### src/rtl/xpr_pkg.sv
// package for the x87 partial remainder block
// holds shared types and constants; no dependencies
package xpr_pkg;

    localparam logic [14:0] EXP_MAX = 15'h7fff;
    localparam int PARTIAL_BITS = 63;
    localparam int FULL_LIMIT = 64;

    // classified job handed from front to back
    typedef struct packed {
        logic        reject;
        logic        pass;
        logic        nearest;
        logic        partial;
        logic [6:0]  shift;
        logic [15:0] base;
        logic        sign;
        logic        neg_case;
        logic        neg1;      // dividend exponent exactly one below divisor
        logic [63:0] xs;
        logic [15:0] xse;
        logic [63:0] ys;
    } t_job;

    typedef struct packed {
        logic        rejected;
        logic [63:0] sig;
        logic [15:0] se;
        logic        c0;
        logic        c1;
        logic        c2;
        logic        c3;
    } t_res;

    localparam int JOB_W = $bits(t_job);
    localparam int RES_W = $bits(t_res);

endpackage

### src/rtl/xpr_ram.sv
// generic single-port-write, registered-read ram
// no dependencies
module xpr_ram #(
    parameter int WIDTH = 8,
    parameter int DEPTH = 4
) (
    input  logic                     i_clk,
    input  logic                     i_we,
    input  logic [$clog2(DEPTH)-1:0] i_waddr,
    input  logic [WIDTH-1:0]         i_wdata,
    input  logic [$clog2(DEPTH)-1:0] i_raddr,
    output logic [WIDTH-1:0]         o_rdata
);
    logic [WIDTH-1:0] r_mem [DEPTH];
    logic [WIDTH-1:0] r_rdata;

    always_ff @(posedge i_clk) begin
        if (i_we) begin
            r_mem[i_waddr] <= i_wdata;
        end
        r_rdata <= r_mem[i_raddr];
    end

    assign o_rdata = r_rdata;
endmodule

### src/rtl/xpr_front.sv
// front end: operand checks and classification of one word
// depends on xpr_pkg
module xpr_front (
    input  logic [0:0]           i_req_type,
    input  logic [63:0]          i_xs,
    input  logic [15:0]          i_xse,
    input  logic [63:0]          i_ys,
    input  logic [15:0]          i_yse,
    output xpr_pkg::t_job        o_job
);
    logic [14:0] xe, ye;
    logic        bad_x, bad_y;
    logic [16:0] diff;

    function automatic logic bad_op(input logic [63:0] s, input logic [14:0] e);
        logic ib;
        ib = s[63];
        bad_op = ((e == 15'd0) && (s != 64'd0)) || ((e != 15'd0) && !ib) ||
                 ((e == xpr_pkg::EXP_MAX) && (s != {1'b1, 63'd0}));
    endfunction

    always_comb begin
        xe = i_xse[14:0];
        ye = i_yse[14:0];
        bad_x = bad_op(i_xs, xe);
        bad_y = bad_op(i_ys, ye);
        diff = {2'b00, xe} - {2'b00, ye};
        o_job = '0;
        o_job.xs = i_xs;
        o_job.xse = i_xse;
        o_job.ys = i_ys;
        o_job.nearest = i_req_type[0];
        o_job.sign = i_xse[15];
        o_job.reject = bad_x || bad_y || (xe == xpr_pkg::EXP_MAX) ||
                       ((ye == 15'd0) && (i_ys == 64'd0));
        o_job.pass = ((xe == 15'd0) && (i_xs == 64'd0)) || (ye == xpr_pkg::EXP_MAX);
        if (diff[16]) begin
            // dividend below divisor
            o_job.neg_case = 1'b1;
            o_job.neg1 = (diff == 17'h1ffff);
            o_job.base = {1'b0, xe};
        end else if (diff[15:0] >= 16'(xpr_pkg::FULL_LIMIT)) begin
            o_job.partial = 1'b1;
            o_job.shift = 7'(xpr_pkg::PARTIAL_BITS);
            o_job.base = {1'b0, xe} - 16'(xpr_pkg::PARTIAL_BITS);
        end else begin
            o_job.shift = diff[6:0];
            o_job.base = {1'b0, ye};
        end
    end
endmodule

### src/rtl/xpr_back.sv
// back end: shift-subtract divider, rounding and normalize sequencer
// depends on xpr_pkg
module xpr_back (
    input  logic                 i_clk,
    input  logic                 i_rst_n,
    input  logic                 i_job_valid,
    output logic                 o_job_ready,
    input  xpr_pkg::t_job        i_job,
    output logic                 o_res_valid,
    input  logic                 i_res_ready,
    output xpr_pkg::t_res        o_res
);
    typedef enum logic [4:0] {
        S_IDLE = 5'b00001,
        S_DIV  = 5'b00010,
        S_RND  = 5'b00100,
        S_NORM = 5'b01000,
        S_OUT  = 5'b10000
    } t_state;

    t_state        r_state, n_state;
    xpr_pkg::t_job r_job;
    logic [127:0]  r_num;
    logic [63:0]   r_rem;
    logic [2:0]    r_q;
    logic [6:0]    r_cnt;
    logic [15:0]   r_exp;
    logic          r_sign;
    xpr_pkg::t_res r_res;

    logic [63:0]   sub_r;
    logic          sub_take;
    logic [64:0]   sh_r;
    logic [63:0]   other;
    logic          qc0, qc1, qc3;

    assign o_job_ready = (r_state == S_IDLE);
    assign o_res_valid = (r_state == S_OUT);
    assign o_res = r_res;

    always_comb begin
        sh_r = {r_rem, r_num[127]};
        sub_take = sh_r[64] || (sh_r[63:0] >= r_job.ys);
        sub_r = sub_take ? (sh_r[63:0] - r_job.ys) : sh_r[63:0];
        other = r_job.ys - r_rem;
        // quotient bits only reported for a complete reduction
        qc0 = !r_job.partial && r_q[2];
        qc3 = !r_job.partial && r_q[1];
        qc1 = !r_job.partial && r_q[0];
    end

    always_ff @(posedge i_clk) begin
        if (!i_rst_n) begin
            r_state <= S_IDLE;
        end else begin
            r_state <= n_state;
        end
    end

    always_comb begin
        n_state = r_state;
        unique case (r_state)
            S_IDLE: if (i_job_valid) n_state = S_DIV;
            S_DIV: begin
                if (r_job.reject || r_job.pass) n_state = S_OUT;
                else if (r_job.neg_case) n_state = S_NORM;
                else if (r_cnt == 7'd0) n_state = S_RND;
            end
            S_RND:  n_state = S_NORM;
            S_NORM: if (r_rem == 64'd0 || r_rem[63] || r_exp[15] || r_exp == 16'd0)
                        n_state = S_OUT;
            S_OUT:  if (i_res_ready) n_state = S_IDLE;
            default: n_state = S_IDLE;
        endcase
    end

    always_ff @(posedge i_clk) begin
        unique case (r_state)
            S_IDLE: begin
                r_job <= i_job;
                r_num <= {64'd0, i_job.xs} << i_job.shift;
                r_rem <= '0;
                r_q <= '0;
                r_cnt <= 7'd127;
                r_exp <= i_job.base;
                r_sign <= i_job.sign;
            end
            S_DIV: begin
                if (r_job.reject) begin
                    r_res <= '{1'b1, 64'd0, 16'd0, 1'b0, 1'b0, 1'b0, 1'b0};
                end else if (r_job.pass) begin
                    r_res <= '{1'b0, r_job.xs, r_job.xse, 1'b0, 1'b0, 1'b0, 1'b0};
                end else if (r_job.neg_case) begin
                    // fprem1 with dividend one binade below and larger significand
                    if (r_job.nearest && r_job.neg1 && (r_job.xs > r_job.ys)) begin
                        r_q <= 3'd1;
                        r_rem <= r_job.ys - (r_job.xs - r_job.ys);
                        r_sign <= ~r_job.sign;
                    end else begin
                        r_rem <= r_job.xs;
                    end
                end else begin
                    r_rem <= sub_r;
                    r_q <= {r_q[1:0], sub_take};
                    r_num <= {r_num[126:0], 1'b0};
                    r_cnt <= r_cnt - 7'd1;
                end
            end
            S_RND: begin
                if (!r_job.partial && r_job.nearest &&
                    ((r_rem > other) || (r_rem == other && r_q[0]))) begin
                    r_q <= r_q + 3'd1;
                    r_rem <= other;
                    r_sign <= ~r_sign;
                end
            end
            S_NORM: begin
                if (r_rem == 64'd0) begin
                    r_res <= '{1'b0, 64'd0, {r_sign, 15'd0}, qc0, qc1, r_job.partial, qc3};
                end else if (r_exp[15] || r_exp == 16'd0) begin
                    r_res <= '{1'b1, 64'd0, 16'd0, 1'b0, 1'b0, 1'b0, 1'b0};
                end else if (r_rem[63]) begin
                    r_res <= '{1'b0, r_rem, {r_sign, r_exp[14:0]}, qc0, qc1,
                               r_job.partial, qc3};
                end else begin
                    r_rem <= {r_rem[62:0], 1'b0};
                    r_exp <= r_exp - 16'd1;
                end
            end
            S_OUT: ;
            default: ;
        endcase
    end

`ifndef ASSERT_OFF
    a_ready_idle: assert property (@(posedge i_clk) disable iff (!i_rst_n)
        o_job_ready |-> !o_res_valid) else $error("ready while result pending");
    a_out_hold: assert property (@(posedge i_clk) disable iff (!i_rst_n)
        o_res_valid && !i_res_ready |=> o_res_valid && $stable(o_res))
        else $error("result changed while stalled");
    a_rej_zero: assert property (@(posedge i_clk) disable iff (!i_rst_n)
        o_res_valid && o_res.rejected |-> o_res.sig == 64'd0 && !o_res.c2)
        else $error("rejected result not cleared");
`endif
endmodule

### src/rtl/x87_partial_remainder.sv
// top level of the x87 partial remainder (fprem / fprem1) block
// depends on xpr_pkg, xpr_front, xpr_ram, xpr_back
// reject or pass-through go to output directly; dividend below divisor to normalize;
//   else 128-step shift-subtract divide, rounding, then normalize one bit per shift
// throughput: one word at a time in the back end; a 4-deep queue sits in front
// reset: i_rst_n synchronous active low clears queue pointers and the sequencer
module x87_partial_remainder #(
    parameter int QUEUE_DEPTH = 4
) (
    input  logic          i_clk,
    input  logic          i_rst_n,
    input  logic          s_axis_tvalid,
    output logic          s_axis_tready,
    // tdata: dividend_significand, dividend_sign_exponent,
    //        divisor_significand, divisor_sign_exponent
    input  logic [159:0]  s_axis_tdata,
    // tuser: req_type
    input  logic [0:0]    s_axis_tuser,
    output logic          m_axis_tvalid,
    input  logic          m_axis_tready,
    // tdata: rejected, remainder_significand, remainder_sign_exponent,
    //        cond_c0, cond_c1, cond_c2, cond_c3, zero fill
    output logic [87:0]   m_axis_tdata
);
    localparam int AW = $clog2(QUEUE_DEPTH);

    xpr_pkg::t_job front_job, q_job;
    logic [AW:0]   r_wp, r_rp;
    logic          q_full, q_empty, pop, back_ready;
    logic          r_rd_valid;
    xpr_pkg::t_res res;

    // classify the incoming word
    xpr_front u_front (
        .i_req_type (s_axis_tuser),
        .i_xs       (s_axis_tdata[63:0]),
        .i_xse      (s_axis_tdata[79:64]),
        .i_ys       (s_axis_tdata[143:80]),
        .i_yse      (s_axis_tdata[159:144]),
        .o_job      (front_job)
    );

    assign q_full = (r_wp[AW] != r_rp[AW]) && (r_wp[AW-1:0] == r_rp[AW-1:0]);
    assign q_empty = (r_wp == r_rp);
    assign s_axis_tready = !q_full;

    // one-word read staging: pop when back is free and nothing staged
    assign pop = !q_empty && !r_rd_valid && back_ready;

    always_ff @(posedge i_clk) begin
        if (!i_rst_n) begin
            r_wp <= '0;
            r_rp <= '0;
            r_rd_valid <= 1'b0;
        end else begin
            if (s_axis_tvalid && s_axis_tready) r_wp <= r_wp + {{AW{1'b0}}, 1'b1};
            if (pop) r_rp <= r_rp + {{AW{1'b0}}, 1'b1};
            r_rd_valid <= pop;
        end
    end

    xpr_ram #(.WIDTH(xpr_pkg::JOB_W), .DEPTH(QUEUE_DEPTH)) u_queue (
        .i_clk   (i_clk),
        .i_we    (s_axis_tvalid && s_axis_tready),
        .i_waddr (r_wp[AW-1:0]),
        .i_wdata (front_job),
        .i_raddr (r_rp[AW-1:0]),
        .o_rdata (q_job)
    );

    xpr_back u_back (
        .i_clk       (i_clk),
        .i_rst_n     (i_rst_n),
        .i_job_valid (r_rd_valid),
        .o_job_ready (back_ready),
        .i_job       (q_job),
        .o_res_valid (m_axis_tvalid),
        .i_res_ready (m_axis_tready),
        .o_res       (res)
    );

    assign m_axis_tdata = {3'd0, res.c3, res.c2, res.c1, res.c0, res.se, res.sig, res.rejected};

`ifndef ASSERT_OFF
    a_no_overflow: assert property (@(posedge i_clk) disable iff (!i_rst_n)
        q_full |-> !(s_axis_tvalid && s_axis_tready)) else $error("queue overflow");
    a_pop_nonempty: assert property (@(posedge i_clk) disable iff (!i_rst_n)
        pop |-> !q_empty) else $error("pop from empty queue");
    a_stage_taken: assert property (@(posedge i_clk) disable iff (!i_rst_n)
        r_rd_valid |-> back_ready) else $error("staged word lost");
`endif
endmodule

### config.mk
export PLATFORM = sky130hd
export DESIGN_NAME = x87_partial_remainder
export DESIGN_NICKNAME = d
export VERILOG_FILES = /design/src/rtl/xpr_pkg.sv /design/src/rtl/xpr_ram.sv /design/src/rtl/xpr_front.sv /design/src/rtl/xpr_back.sv /design/src/rtl/x87_partial_remainder.sv
export SDC_FILE = /design/constraint.sdc
export NUM_CORES = 2
export LEC_CHECK = 0
export ABC_CLOCK_PERIOD_IN_PS = 20200
export BUFFER_PORTS_ARGS = -buffer_cell sky130_fd_sc_hd__clkbuf_2
export CAP_MARGIN = 40
export CORE_MARGIN = 8
export CORE_UTILIZATION = 53
export DETAILED_ROUTE_END_ITERATION = 12
export GPL_TIMING_DRIVEN = 0
export HOLD_SLACK_MARGIN = 0.12
export PLACE_DENSITY = 0.8
export SYNTH_ARGS = -nofsm -noshare
export SYNTH_HDL_FRONTEND = slang
export SYNTH_HIERARCHICAL = 1
export SYNTH_SLANG_ARGS = --single-unit
### constraint.sdc
create_clock -name i_clk -period 20.2 [get_ports i_clk]
set_input_delay 2.02 -clock i_clk [delete_from_list [all_inputs] [get_ports i_clk]]
set_output_delay 2.02 -clock i_clk [all_outputs]
set_load 0.01 [all_outputs]
==> impl_metrics.csv <==
group,metric,value,unit
status,status,"completed",
sta,fin_worst_skew,47.8,ps
cts,clk_pin_slew,70,ps
yosys,yosys_warnings,6,
yosys,synthCells,6077,
flow_run,max_cap_violations,0,
global_route,grtUsageMet3,8.86,%
global_route,grt-ovfl-total,0,
yosys,synthTopCellsByArea,"edfxtp_1 (48%), mux4_2 (7.1%), ha_1 (5.9%), dfxtp_1 (5.2%), a21oi_1 (3.0%)",
sta,rsz0062_at_grt,"false",
final_layout,nNetsFinal,7059,
cts,insertion_delay,800,ps
sta,finalCritPeriodShare,46.4,%
floorplanning,core,0.135,mm^2
floorplanning,pin_count,255,
cts,holdBufCountCts,0,
place,dp_hpwl,201,mm
route,routed_wirelength,257,mm
route,ant_nets,0,
worst_setup_path,critical_path_class,"flop to flop",
global_route,antenna_found_initial,11,
place,postPlaceCellArea,0.0764,mm^2
cts,cts_buffers,136,
route,drtIter0Drc,7593,
yosys,synth-seq-cells,1337,
route,drt_pre_antenna_iters,6,
yosys,synthAdderAreaFrac,6.04,%
global_route,grtUsageMet1,46.2,%
cts,ctsResizeCount,0,
cts,cts_setup_buffers,0,
final_layout,layout-drive-gt1-share,16.3,%
worst_setup_path,start_kind,"flop",
sta,min_period,9380,ps
floorplanning,start_util,53.2,%
final_layout,area_growth,12.8,%
yosys,yosysTopAreaCellShare,48.2,%
place,place_congestion,1.10,
route,drc_errors,0,
final_layout,nFillCells,10559,
yosys,syn_area,0.0717,mm^2
global_route,grt_pass1_vias,53335,
global_route,grt_first_pass_wirelength,367,mm
floorplanning,num_rows,135,
worst_setup_path,reg2reg_slack,10820,ps
sta,setup_viol,0,
floorplanning,fp.dieH,384,um
route,num_vias,55344,
place,port_buffers,248,
yosys,synth_cell_types,123,
yosys,synthXorXnorAreaFrac,2.48,%
worst_setup_path,end_kind,"flop",
yosys,synth_simple_gate_area_share,9.94,%
yosys,yosysSeqAreaShare,53.4,%
worst_setup_path,required,20650,ps
yosys,yosys_most_used_dff,"edfxtp_1",
cts,clk_path_buf_depth,3,
yosys,synth_compound_area_share,14.1,%
worst_setup_path,cp_max_fo,27,
yosys,synth_common_cells,"edfxtp_1 (1,151), nand2_1 (562), nor2_1 (433)",
yosys,yosysMostFrequentCell,"edfxtp_1",
global_route,grtUsageMet2,51.1,%
sta,worst_slew_pin_slew,1010,ps
global_route,grtUsageTotal,33.9,%
route,viasPerCell,6.55,
global_route,top_usage_layer,"met2",
global_route,grt_max_degree,96,
yosys,synth_top_cell_by_area,"edfxtp_1",
sta,fmax,107,MHz
route,avgRoutedWirePerCell,30.5,um
yosys,synth-edff-count,1151,
cts,clock_sink_count,1337,
yosys,synth_top_family_by_area,"compound AO/OA/AOI/OAI gates",
sta,hold_viol_final,0,
sta,max_slew_margin,32.0,%
cts,htree_levels,4,
floorplanning,die_area,0.147,mm^2
yosys,async_reset_ff_share,0,%
cts,ctsRootBufferMaster,"clkbuf_16",
yosys,avgSynthCellArea,11.8,um^2
sta,finalMaxSlewViolations,0,
worst_hold_path,hp-class,"flop to flop",
final_layout,final_area,0.0809,mm^2
worst_setup_path,worstPathArrival,9830,ps
floorplanning,die_w,384,um
yosys,synthMuxAreaShare,8.71,%
cts,cts_tree,"built",
sequential cells by signal, indices dropped and copies added (netlist names), 3 cells and up:
name / count
u_queue/r_mem: 696
u_queue/o_rdata: 174
u_back/r_job: 151
u_back/r_num: 128
u_back/o_res: 85
u_back/r_rem: 64
u_back/r_exp: 16
u_back/r_cnt: 7
u_back/r_state: 5
r_rp: 3
r_wp: 3
u_back/r_q: 3
critical path: stages, from the launching register on:
cell and delay, ps:
edfxtp_1 720, ha_1 290, inv_1 60, fa_1 430, a211oi_1 480, o21ai_1 200
a31oi_1 440, o221ai_2 360, a211oi_1 780, o41ai_2 220, a21oi_2 300, nor2_1 110
o21ai_0 210, o31ai_1 120, ha_1 300, nand4_1 180, nor3_1 450, nand4_1 200
or3_1 390, or3_1 500, o21ai_0 310, a2111oi_0 140, buf_1 160, a21oi_1 440
o211ai_1 260, nor2_4 680, buf_12 290
routing by layer:
layer  wire [um]  up-vias
met5          88        -
met4       13700       14
met3       31200      658
met2      112000     3658
met1      101000    27102
li1            -    23912
cell families (layout without fill, tap and decap cells):
group | Yosys count | in the layout
DFF | 1337 | 1337
buffers and inverters | 746 | 1327
other | 2 | 9
xor gates and xnor gates | 201 | 201
muxes | 341 | 341
adders and majority gates | 344 | 344
and+or+nand+nor | 1541 | 1541
AOI/OAI and AO/OA | 1565 | 1565
metrics by stage:
stage / TNS [ps] / instances / setup slack [ps] / utilization [%] / hold slack, ps
after floorplan: 0 / 6079 / 4370 / - / 386
after detailed placement: 0 / 8192 / 11190 / 56.6 / 389
after global placement: -982580 / 8108 / -5710 / 55.8 / 386
final: 0 / 8446 / 10820 / 60.0 / 377
after global routing: 0 / 8441 / 10700 / 60.0 / 400
after CTS: 0 / 8440 / 11170 / 60.0 / 384
cell type report:
type | instances | area, um^2 | area share [%]
clock inverter | 61 | 793 | 0.981
clock buffer | 187 | 3700 | 4.58
inverter | 287 | 1080 | 1.34
sequential | 1337 | 38300 | 47.3
buffer | 459 | 2700 | 3.34
antenna | 5 | 12.5 | 0.0155
timing repair buffer | 333 | 2340 | 2.89
multi-input combinational | 3996 | 29700 | 36.7
tap | 1781 | 2230 | 2.76
placed cells by master, fill, tap and decap left out, types with 29 or more instances in the layout:
cell type  instances
buf_2             62
nor2_1           431
buf_1             32
o21ai_0          400
a221oi_1          36
nor2b_1           34
a211oi_1          29
o21bai_1          47
nand3_1           74
clkbuf_1         239
buf_4            173
o211ai_1          37
a22o_1            41
nand2b_1          30
clkbuf_16        136
mux4_2           226
nand2_1          561
nor3_1            58
inv_1            281
a21o_1           130
clkbuf_2         249
nand4_1          121
o221ai_1          50
o21a_1            59
a22oi_1           29
a31oi_1           36
nor4_1            85
xor2_1            74
xnor2_1          125
mux2i_1          110
edfxtp_1        1151
ha_1             340
dfxtp_1          186
a21oi_1          423
o22ai_1           39
final timing paths:
check / start / end / depth (start not counted)
setup reg to reg: u_back/r_rem[0]$_DFFE_PP_ / u_back/r_rem[48]$_DFFE_PP_ / 26
hold reg to reg: u_queue/o_rdata[27]$_DFF_P_ / u_back/r_job[27]$_DFFE_PP_ / 0
setup / recovery: u_back/r_rem[0]$_DFFE_PP_ / u_back/r_rem[48]$_DFFE_PP_ / 26
hold / removal: u_queue/o_rdata[27]$_DFF_P_ / u_back/r_job[27]$_DFFE_PP_ / 0
Power is not shown: default switching activity piles up to over one toggle a cycle in this logic, so the estimate is an artifact.
